## config.mk

```make
export PLATFORM = sky130hd
export DESIGN_NAME = page_frame_replacement
export DESIGN_NICKNAME = d
export VERILOG_FILES = /design/src/rtl/prf_pkg.sv /design/src/rtl/prf_cell.sv /design/src/rtl/prf_mod.sv /design/src/rtl/page_frame_replacement.sv
export SDC_FILE = /design/constraint.sdc
export NUM_CORES = 2
export LEC_CHECK = 0
export ABC_CLOCK_PERIOD_IN_PS = 5450
export BUFFER_PORTS_ARGS = -buffer_cell sky130_fd_sc_hd__clkbuf_2
export CORE_MARGIN = 3
export CORE_UTILIZATION = 30
export CTS_CLUSTER_DIAMETER = 40
export DETAILED_ROUTE_END_ITERATION = 10
export GPL_ROUTABILITY_DRIVEN = 1
export SYNTH_ARGS = -nofsm -noshare
export SYNTH_HDL_FRONTEND = slang
export SYNTH_SLANG_ARGS = --single-unit
```

## constraint.sdc

```tcl
create_clock -name clock -period 5.45 [get_ports clock]
set_input_delay 0.545 -clock clock [delete_from_list [all_inputs] [get_ports clock]]
set_output_delay 0.545 -clock clock [all_outputs]
set_load 0.05 [all_outputs]
```

## src/rtl/prf_pkg.sv

```systemverilog
// Package with the shared frame record type and constants of the page frame replacement block.
package prf_pkg;

   // Replacement policy codes
   localparam logic [1:0] POL_LRU    = 2'd0;
   localparam logic [1:0] POL_FIFO   = 2'd1;
   localparam logic [1:0] POL_SECOND = 2'd2;
   localparam logic [1:0] POL_RANDOM = 2'd3;

   // Configuration register indexes
   localparam logic [1:0] CSR_POLICY     = 2'd0;
   localparam logic [1:0] CSR_PAGE_SHIFT = 2'd1;
   localparam logic [1:0] CSR_ADDR_SHIFT = 2'd2;

   localparam logic [15:0] LFSR_SEED = 16'hACE1;

   // One frame of the page table
   typedef struct packed {
      logic [31:0] page;
      logic        used;
      logic        valid;
      logic        ref_bit;
      logic [31:0] last_use;
      logic [31:0] load;
   } frame_type;

endpackage

```

## src/rtl/prf_cell.sv

```systemverilog
// One cell of the frame ring: holds one frame record and passes it to its neighbor.
module prf_cell (
   input  logic              clock,
   input  logic              reset,
   input  logic              shift,
   input  prf_pkg::frame_type data_in,
   output prf_pkg::frame_type data_out
);
   import prf_pkg::*;

   frame_type rec_ff;
   frame_type rec_in;

   // Take the neighbor's record on every shift.
   always_comb begin
      rec_in = rec_ff;
      if (shift) begin
         rec_in = data_in;
      end
   end

   always_ff @(posedge clock) begin
      if (reset) begin
         rec_ff <= '0;
      end else begin
         rec_ff <= rec_in;
      end
   end

   assign data_out = rec_ff;

endmodule

```

## src/rtl/prf_mod.sv

```systemverilog
// Remainder of a 16-bit value by the frame count, by reciprocal multiplication.
module prf_mod #(
   parameter int Divisor = 16
) (
   input  logic                       clock,
   input  logic                       reset,
   input  logic                       start,
   input  logic [15:0]                value,
   output logic                       done,
   output logic [$clog2(Divisor)-1:0] remainder
);
   localparam int IW = $clog2(Divisor);
   // Rounded-up 2^32 / Divisor; the quotient is exact for every 16-bit value.
   localparam logic [32:0] RECIP = 33'(((64'd1 << 32) + 64'(Divisor - 1)) / 64'(Divisor));
   localparam logic [IW:0] DIV = (IW+1)'(Divisor);

   logic [15:0]    val_ff, val_in;
   logic [15:0]    quot_ff, quot_in;
   logic           st1_ff, st1_in;
   logic           st2_ff, st2_in;
   logic [48:0]    prod;
   logic [16+IW:0] back_prod;

   // First stage: quotient from the reciprocal product.
   always_comb begin
      val_in = val_ff;
      if (start) begin
         val_in = value;
      end
      prod    = val_ff * RECIP;
      quot_in = 16'(prod >> 32);
      st1_in  = start;
      st2_in  = st1_ff;
   end

   always_ff @(posedge clock) begin
      if (reset) begin
         st1_ff <= 1'b0;
         st2_ff <= 1'b0;
      end else begin
         st1_ff <= st1_in;
         st2_ff <= st2_in;
      end
      val_ff  <= val_in;
      quot_ff <= quot_in;
   end

   // Second stage: the value less quotient times divisor.
   assign back_prod = quot_ff * DIV;
   assign done      = st2_ff;
   assign remainder = IW'(val_ff - back_prod[15:0]);

endmodule

```

## src/rtl/page_frame_replacement.sv

```systemverilog
// Top level of the page frame replacement block: frame ring, sequencer and result register.
//
// The result beat is presented once the lookup and update passes are through, and it is
// held while rsp_tready is low; when the random choice picks the victim, the remainder
// unit runs between the two passes. A new input beat can be accepted from the cycle after
// the result handshake. The frame records sit in a ring of cells that rotates one place
// per cycle during the lookup and update passes; a lookup pass walks all frames through
// the head cell to find the page, the first free frame and the LRU, FIFO and
// second-chance candidates, and an update pass walks them again to write the chosen
// frame and clear second-chance reference bits. The random pick steps the LFSR and
// reduces it modulo FRAME_COUNT in a two-stage reciprocal multiplication remainder unit.
// One access is handled at a time.
module page_frame_replacement #(
   parameter int FRAME_COUNT = 16
) (
   input  logic        clock,
   input  logic        reset,
   // Input channel
   input  logic        req_tvalid,
   output logic        req_tready,
   input  logic [31:0] req_tdata,   // [31:0] address
   input  logic        req_tuser,   // [0] req_type (1 write)
   // Result channel
   output logic        rsp_tvalid,
   input  logic        rsp_tready,
   output logic [71:0] rsp_tdata,   // [3:0] frame_index, [35:4] page_number,
                                    // [67:36] fault_total, [71:68] zero
   output logic        rsp_tuser,   // [0] hit
   // Configuration port
   input  logic        csr_we,
   input  logic [1:0]  csr_index,
   input  logic [4:0]  csr_wdata
);
   import prf_pkg::*;

   localparam int IW = $clog2(FRAME_COUNT);
   localparam logic [IW-1:0] LAST = IW'(FRAME_COUNT - 1);

   typedef enum logic [5:0] {
      S_IDLE = 6'b000001,
      S_LOOK = 6'b000010,
      S_PICK = 6'b000100,
      S_MOD  = 6'b001000,
      S_UPD  = 6'b010000,
      S_OUT  = 6'b100000
   } state_type;

   state_type state_ff, state_in;

   logic [1:0] policy_ff;
   logic [4:0] page_shift_ff, addr_shift_ff;

   logic [31:0] key_ff, key_in;
   logic        wr_ff, wr_in;
   logic [31:0] tick_ff, tick_in;
   logic [31:0] fault_ff, fault_in;
   logic [15:0] lfsr_ff, lfsr_in;
   logic [15:0] lfsr_next;
   logic [IW-1:0] cnt_ff, cnt_in;
   logic          found_ff, found_in;
   logic          hit_ff, hit_in;
   logic [IW-1:0] slot_ff, slot_in;
   logic [31:0]   lru_min_ff, lru_min_in;
   logic [IW-1:0] lru_idx_ff, lru_idx_in;
   logic [31:0]   fifo_min_ff, fifo_min_in;
   logic [IW-1:0] fifo_idx_ff, fifo_idx_in;
   logic          sc_found_ff, sc_found_in;
   logic [IW-1:0] sc_idx_ff, sc_idx_in;
   logic          clr_ff, clr_in;

   logic          shift;
   frame_type     ring [FRAME_COUNT];
   frame_type     head;
   frame_type     back;
   logic          mod_start, mod_done;
   logic [IW-1:0] mod_rem;

   // Configuration registers
   always_ff @(posedge clock) begin
      if (reset) begin
         policy_ff     <= POL_LRU;
         page_shift_ff <= 5'd12;
         addr_shift_ff <= 5'd16;
      end else if (csr_we) begin
         case (csr_index)
            CSR_POLICY:     policy_ff     <= csr_wdata[1:0];
            CSR_PAGE_SHIFT: page_shift_ff <= csr_wdata;
            CSR_ADDR_SHIFT: addr_shift_ff <= csr_wdata;
            default: ;
         endcase
      end
   end

   // Ring of frame cells; the head is frame cnt during a pass.
   assign head = ring[0];
   genvar g;
   generate
      for (g = 0; g < FRAME_COUNT; g++) begin : g_cell
         frame_type nb;
         if (g == FRAME_COUNT - 1) begin : g_tail
            assign nb = back;
         end else begin : g_mid
            assign nb = ring[g+1];
         end
         prf_cell u_cell (
            .clock   (clock),
            .reset   (reset),
            .shift   (shift),
            .data_in (nb),
            .data_out(ring[g])
         );
      end
   endgenerate

   assign lfsr_next = {lfsr_ff[0] ^ lfsr_ff[2] ^ lfsr_ff[3] ^ lfsr_ff[5], lfsr_ff[15:1]};

   prf_mod #(.Divisor(FRAME_COUNT)) u_mod (
      .clock    (clock),
      .reset    (reset),
      .start    (mod_start),
      .value    (lfsr_next),
      .done     (mod_done),
      .remainder(mod_rem)
   );

   // Head record as it goes back into the ring during the update pass.
   always_comb begin
      back = head;
      if (state_ff == S_UPD) begin
         if (clr_ff && (!sc_found_ff || cnt_ff < sc_idx_ff)) begin
            back.ref_bit = 1'b0;
         end
         if (cnt_ff == slot_ff) begin
            back.last_use = tick_ff;
            if (hit_ff) begin
               if (wr_ff) begin
                  back.ref_bit = 1'b1;
               end
            end else begin
               back.page    = key_ff;
               back.used    = 1'b1;
               back.valid   = 1'b1;
               back.ref_bit = 1'b1;
               back.load    = tick_ff;
            end
         end
      end
   end

   assign shift = (state_ff == S_LOOK) || (state_ff == S_UPD);

   // Sequencer
   always_comb begin
      state_in    = state_ff;
      key_in      = key_ff;
      wr_in       = wr_ff;
      tick_in     = tick_ff;
      fault_in    = fault_ff;
      lfsr_in     = lfsr_ff;
      cnt_in      = cnt_ff;
      found_in    = found_ff;
      hit_in      = hit_ff;
      slot_in     = slot_ff;
      lru_min_in  = lru_min_ff;
      lru_idx_in  = lru_idx_ff;
      fifo_min_in = fifo_min_ff;
      fifo_idx_in = fifo_idx_ff;
      sc_found_in = sc_found_ff;
      sc_idx_in   = sc_idx_ff;
      clr_in      = clr_ff;
      mod_start   = 1'b0;
      case (state_ff)
         S_IDLE: begin
            if (req_tvalid) begin
               key_in      = (req_tdata >> addr_shift_ff) & (32'hFFFF_FFFF >> page_shift_ff);
               wr_in       = req_tuser;
               tick_in     = tick_ff + 32'd1;
               cnt_in      = '0;
               found_in    = 1'b0;
               hit_in      = 1'b0;
               sc_found_in = 1'b0;
               clr_in      = 1'b0;
               state_in    = S_LOOK;
            end
         end
         S_LOOK: begin
            if (!found_ff && (!head.used || head.page == key_ff)) begin
               found_in = 1'b1;
               slot_in  = cnt_ff;
               hit_in   = head.used && head.valid && (head.page == key_ff);
            end
            if (cnt_ff == '0 || head.last_use < lru_min_ff) begin
               lru_min_in = head.last_use;
               lru_idx_in = cnt_ff;
            end
            if (cnt_ff == '0 || head.load < fifo_min_ff) begin
               fifo_min_in = head.load;
               fifo_idx_in = cnt_ff;
            end
            if (!sc_found_ff && !head.ref_bit) begin
               sc_found_in = 1'b1;
               sc_idx_in   = cnt_ff;
            end
            cnt_in = (cnt_ff == LAST) ? '0 : cnt_ff + 1'b1;
            if (cnt_ff == LAST) begin
               state_in = S_PICK;
            end
         end
         S_PICK: begin
            state_in = S_UPD;
            if (!hit_ff) begin
               fault_in = fault_ff + 32'd1;
            end
            if (!found_ff) begin
               case (policy_ff)
                  POL_LRU:  slot_in = lru_idx_ff;
                  POL_FIFO: slot_in = fifo_idx_ff;
                  POL_SECOND: begin
                     clr_in = 1'b1;
                     if (sc_found_ff) begin
                        slot_in = sc_idx_ff;
                     end else begin
                        lfsr_in   = lfsr_next;
                        mod_start = 1'b1;
                        state_in  = S_MOD;
                     end
                  end
                  default: begin
                     lfsr_in   = lfsr_next;
                     mod_start = 1'b1;
                     state_in  = S_MOD;
                  end
               endcase
            end
         end
         S_MOD: begin
            if (mod_done) begin
               slot_in  = mod_rem;
               state_in = S_UPD;
            end
         end
         S_UPD: begin
            cnt_in = (cnt_ff == LAST) ? '0 : cnt_ff + 1'b1;
            if (cnt_ff == LAST) begin
               state_in = S_OUT;
            end
         end
         S_OUT: begin
            if (rsp_tready) begin
               state_in = S_IDLE;
            end
         end
         default: state_in = S_IDLE;
      endcase
   end

   always_ff @(posedge clock) begin
      if (reset) begin
         state_ff <= S_IDLE;
         tick_ff  <= '0;
         fault_ff <= '0;
         lfsr_ff  <= LFSR_SEED;
         cnt_ff   <= '0;
      end else begin
         state_ff <= state_in;
         tick_ff  <= tick_in;
         fault_ff <= fault_in;
         lfsr_ff  <= lfsr_in;
         cnt_ff   <= cnt_in;
      end
      key_ff      <= key_in;
      wr_ff       <= wr_in;
      found_ff    <= found_in;
      hit_ff      <= hit_in;
      slot_ff     <= slot_in;
      lru_min_ff  <= lru_min_in;
      lru_idx_ff  <= lru_idx_in;
      fifo_min_ff <= fifo_min_in;
      fifo_idx_ff <= fifo_idx_in;
      sc_found_ff <= sc_found_in;
      sc_idx_ff   <= sc_idx_in;
      clr_ff      <= clr_in;
   end

   // Result beat
   assign req_tready = (state_ff == S_IDLE);
   assign rsp_tvalid = (state_ff == S_OUT);
   assign rsp_tuser  = hit_ff;
   assign rsp_tdata  = {4'd0, fault_ff, key_ff, 4'(slot_ff)};

`ifndef SYNTH
   a_state_onehot: assert property (@(posedge clock) disable iff (reset) $onehot(state_ff))
      else $error("sequencer state is not one-hot");
   a_no_overlap: assert property (@(posedge clock) disable iff (reset)
      rsp_tvalid |-> !req_tready)
      else $error("input taken while a result is pending");
   a_fault_on_miss: assert property (@(posedge clock) disable iff (reset)
      (rsp_tvalid && !$past(rsp_tvalid)) |-> (fault_ff == $past(fault_ff)))
      else $error("fault count moved during the update pass");
`endif

endmodule
```

==> key figures <==
Final layout
  • Area growth syn-to-layout: 14.8%
  • NumNets Final: 8,052
  • Filler cell count: 22,844
  • Flip-flop and latch area: 0.0374 mm^2
  • Ant diodes: 0
  • Cell Count, Final, Fillers Out: 11,070
  • Multi-input logic area: 0.0266 mm^2
  • Share of layout cells above drive strength 1: 6.90%
  • Final instance area: 0.0765 mm^2

Synthesis
  • Synth top area cells: dfxtp_1 (51%), nand2_1 (18%), a21oi_1 (12%), edfxtp_1 (5.5%), clkbuf_1 (3.2%)
  • EDFF count, synth: 121
  • Synthesized area per cell: 8.17 um^2
  • Main combinational cell family by area after synthesis: simple AND/OR/NAND/NOR gates
  • Synthesized cell area: 0.0666 mm^2
  • Synth unique cells: 64
  • Mux share of post-synthesis cell area: 1.97%
  • Top_reg_cell synth: dfxtp_1
  • Synth top area share: 50.7%
  • Post-synthesis sequential area ratio: 56.2%
  • Share of flip-flops with an asynchronous set or reset: 0%
  • Simple-gate share of the synthesized area: 21.1%
  • Syn. warnings: 0
  • Synth Area in Compound Gates: 14.2%
  • Post-synth top area cell: dfxtp_1
  • Adder-Cell Fraction of Synth Area: 1.37%
  • Cell count after synthesis: 8,158
  • Yosys reg bits: 1,809
  • XOR/XNOR share of the synthesized area: 1.16%

Critical path
  • Crit path to: lru_min_ff[13]$_DFFE_PP_
  • WP data required: 5910 ps
  • Worst Path Buf+Inv: 2
  • Critical Path AT: 3730 ps
  • CP Launch Type: register
  • FF-to-FF Start: state_ff[5]$_SDFFE_PP0P_
  • CP startpoint: state_ff[5]$_SDFFE_PP0P_
  • R2r worst-path depth: 6
  • Critical path's top delay family: simple AND/OR/NAND/NOR gates
  • Slowest cell on the critical path: or4b_2
  • Setup crit end kind: register
  • Crit path largest cell delay: 690 ps
  • RR Endpoint: lru_min_ff[13]$_DFFE_PP_
  • FF-to-FF setup slack: 2180 ps
  • CP Class: register to register
  • Crit Path Max Fanout: 34
  • CP cell instances: or3_1 > or4b_2 > inv_1 > o21ai_0 > a211oi_4 > buf_4
  • Levels on crit path: 6

Clocking
  • CTS tree: yes
  • Worst-path clk slew: 60 ps
  • # clock sinks: 1,809
  • TritonCTS Buffers: 203
  • CTS Root Cell: clkbuf_16
  • H-tree depth: 4
  • Hold buffer count at CTS: 7
  • Max Root-Sink Buffers: 3
  • Post-CTS setup buffers: 0
  • Cts repair resizes: 0
  • Clk_lat worst skew: 820 ps

Global routing
  • Antenna violations before repair: 0
  • Grt met3 use: 2.42%
  • Grt met2 use: 18.9%
  • Global route hottest layer: met2
  • GRT Overall Usage: 11.6%
  • Largest net degree at the start of global routing: 251
  • First-pass GRT wire length: 232,000 um
  • Routing usage on met1: 15.6%
  • Vias in the first global route: 47,612
  • Overflow after GRT: 0

STA
  • Slew HR: 21.3%
  • Final hold slack: 157 ps
  • Fin crit share: 60.1%
  • Worst Tran Pin Value: 1180 ps
  • Setup violators final: 0
  • Worst Slack Setup Final: 2180 ps
  • Setup TNS: 0 ps
  • Min cycle time layout: 3270 ps
  • Layout Skew: 77.5 ps
  • F_max: 305 MHz
  • RSZ-0062 raised after global routing: no
  • Final Hold Fails: 0
  • Slew Viols, Final: 0

Placement
  • GP Congestion: 0.799
  • Count of input and output buffers: 115
  • DP Area: 0.0692 mm^2
  • Post-place setup slack: 2180 ps
  • Cell count after placement: 10,680
  • Post-DP HPWL: 79,000 um

Route
  • Vias per cell: 4.63
  • Pre-antenna DRT Iters: 7
  • Wire per inst: 12.5 um
  • WL final: 138,000 um
  • Antenna Violating Nets Remaining: 0
  • DR iter-0 viols: 3,829
  • DRC viols: 0
  • Total number of vias: 51,203

Die
  • Core area: 0.220 mm^2
  • Starting Density: 30.2%
  • Die Ht: 477 um
  • Die Area: 0.228 mm^2
  • Row cnt: 172
  • Total I/O pin count: 120
  • Die X: 477 um

Power
  • Leak: 24.7 nW
  • Pwr dens: 416 mW/mm^2
  • Worst IR Drop VDD: 0.321 mV

Outcome
  • Status: finished, final reports clean

Run
  • Max-Cap Viols: 0

Worst hold path
  • Worst Hold Class: primary input to register
  • Hold-critical path depth: 4
metrics by stage:
step | utilization (%) | power [W]
floorplan | - | 0.0170
global placement | 31.4 | 0.0180
detailed placement | 31.4 | 0.0180
CTS | 34.7 | 0.0323
global route | 34.7 | 0.0332
finish | 34.7 | 0.0319
worst min path at each step:
stage                                                           start                                    endpoint  slack (ps)
final                                                    csr_index[0]                   policy_ff[1]$_SDFFE_PP0P_         160
after global routing                                     csr_index[0]                   policy_ff[0]$_SDFFE_PP0P_         140
after CTS                                                csr_index[0]                   policy_ff[1]$_SDFFE_PP0P_          80
after detailed placement  g_cell[10].u_cell.data_out[29]$_SDFFE_PP0P_  g_cell[9].u_cell.data_out[29]$_SDFFE_PP0P_         440
after global placement                        u_mod.st1_ff$_SDFF_PP0_                       u_mod.done$_SDFF_PP0_         430
after floorplan                               u_mod.st1_ff$_SDFF_PP0_                       u_mod.done$_SDFF_PP0_         410
sequential cells by signal (all words and copies together) (netlist names), 5 cells and up:
register and flops:
addr_shift_ff 5, fault_ff 32, fifo_min_ff 32, g_cell.u_cell.data_out 1584
key_ff 32, lfsr_ff 16, lru_min_ff 32, page_shift_ff 5
state_ff 6, tick_ff 32
Yosys cell counts (6+ instances only):
| library cell | count |
|---|---|
| buf_6 | 7 |
| mux2i_1 | 77 |
| nand4_1 | 34 |
| a211oi_1 | 52 |
| nand3_1 | 33 |
| buf_4 | 6 |
| nor2b_1 | 10 |
| xor2_1 | 40 |
| xnor2_1 | 48 |
| a211o_1 | 6 |
| nand2b_1 | 7 |
| a21oi_1 | 1558 |
| nor3_1 | 19 |
| mux2_2 | 16 |
| mux4_2 | 16 |
| a311oi_1 | 69 |
| buf_2 | 18 |
| nor4_1 | 7 |
| nor2_1 | 211 |
| dfxtp_1 | 1688 |
| or3_1 | 19 |
| and2_1 | 7 |
| a21o_1 | 15 |
| nand3b_1 | 12 |
| and4_1 | 9 |
| clkbuf_1 | 563 |
| and3_1 | 10 |
| nand2_1 | 3206 |
| ha_1 | 73 |
| a22oi_1 | 8 |
| inv_1 | 84 |
| edfxtp_1 | 121 |
| o21ai_0 | 54 |
power breakdown:
part / internal (W) / leakage (nW) / switching, W
Clock: 0.00853 / 3.52 / 0.00568
Sequential: 0.0138 / 14.7 / 0.000307
Combinational: 0.000605 / 6.48 / 0.00296
cells by family (layout without fill, tap and decap cells):
logic type / count (synthesis) / in the layout
simple gates: 3604 / 3604
fa+ha+maj: 73 / 73
mux: 109 / 109
compound gates: 1787 / 1787
buf+inv: 687 / 638
flops: 1809 / 1809
other cells: 1 / 4
xor+xnor: 88 / 88
per-layer routing:
metal	part of all wire, %	up-vias
met5	0	-
met4	1.7	0
met3	4.2	188
met2	46	701
met1	48	24070
li1	-	26244
tightest hold or removal path: stages:
cell and delay (ps):
clkbuf_2 100, nor3b_1 90, a21oi_1 150, nor2_1 40
layout make-up:
type	count	area share (%)
tap	2958	4.84
inverter	87	0.427
clock buffer	283	7.61
sequential	1809	48.9
timing repair buffer	168	1.64
multi-input combinational	5665	34.8
clock inverter	100	1.81
cell usage in the layout (no fill, tap or decap), types with 15 or more instances in the layout:
cell type / count
a211oi_1: 51
a21o_1: 15
a21oi_1: 1558
a311oi_1: 69
buf_12: 21
buf_4: 26
bufinv_16: 20
clkbuf_1: 39
clkbuf_16: 206
clkbuf_2: 114
clkbuf_8: 38
clkinv_2: 27
dfxtp_1: 1687
edfxtp_1: 121
ha_1: 73
inv_1: 84
inv_6: 18
mux2_2: 16
mux2i_1: 77
mux4_2: 16
nand2_1: 3205
nand3_1: 33
nand4_1: 34
nor2_1: 211
nor3_1: 17
o21ai_0: 54
or3_1: 18
xnor2_1: 48
xor2_1: 40
(Power assumes the default switching activity.)
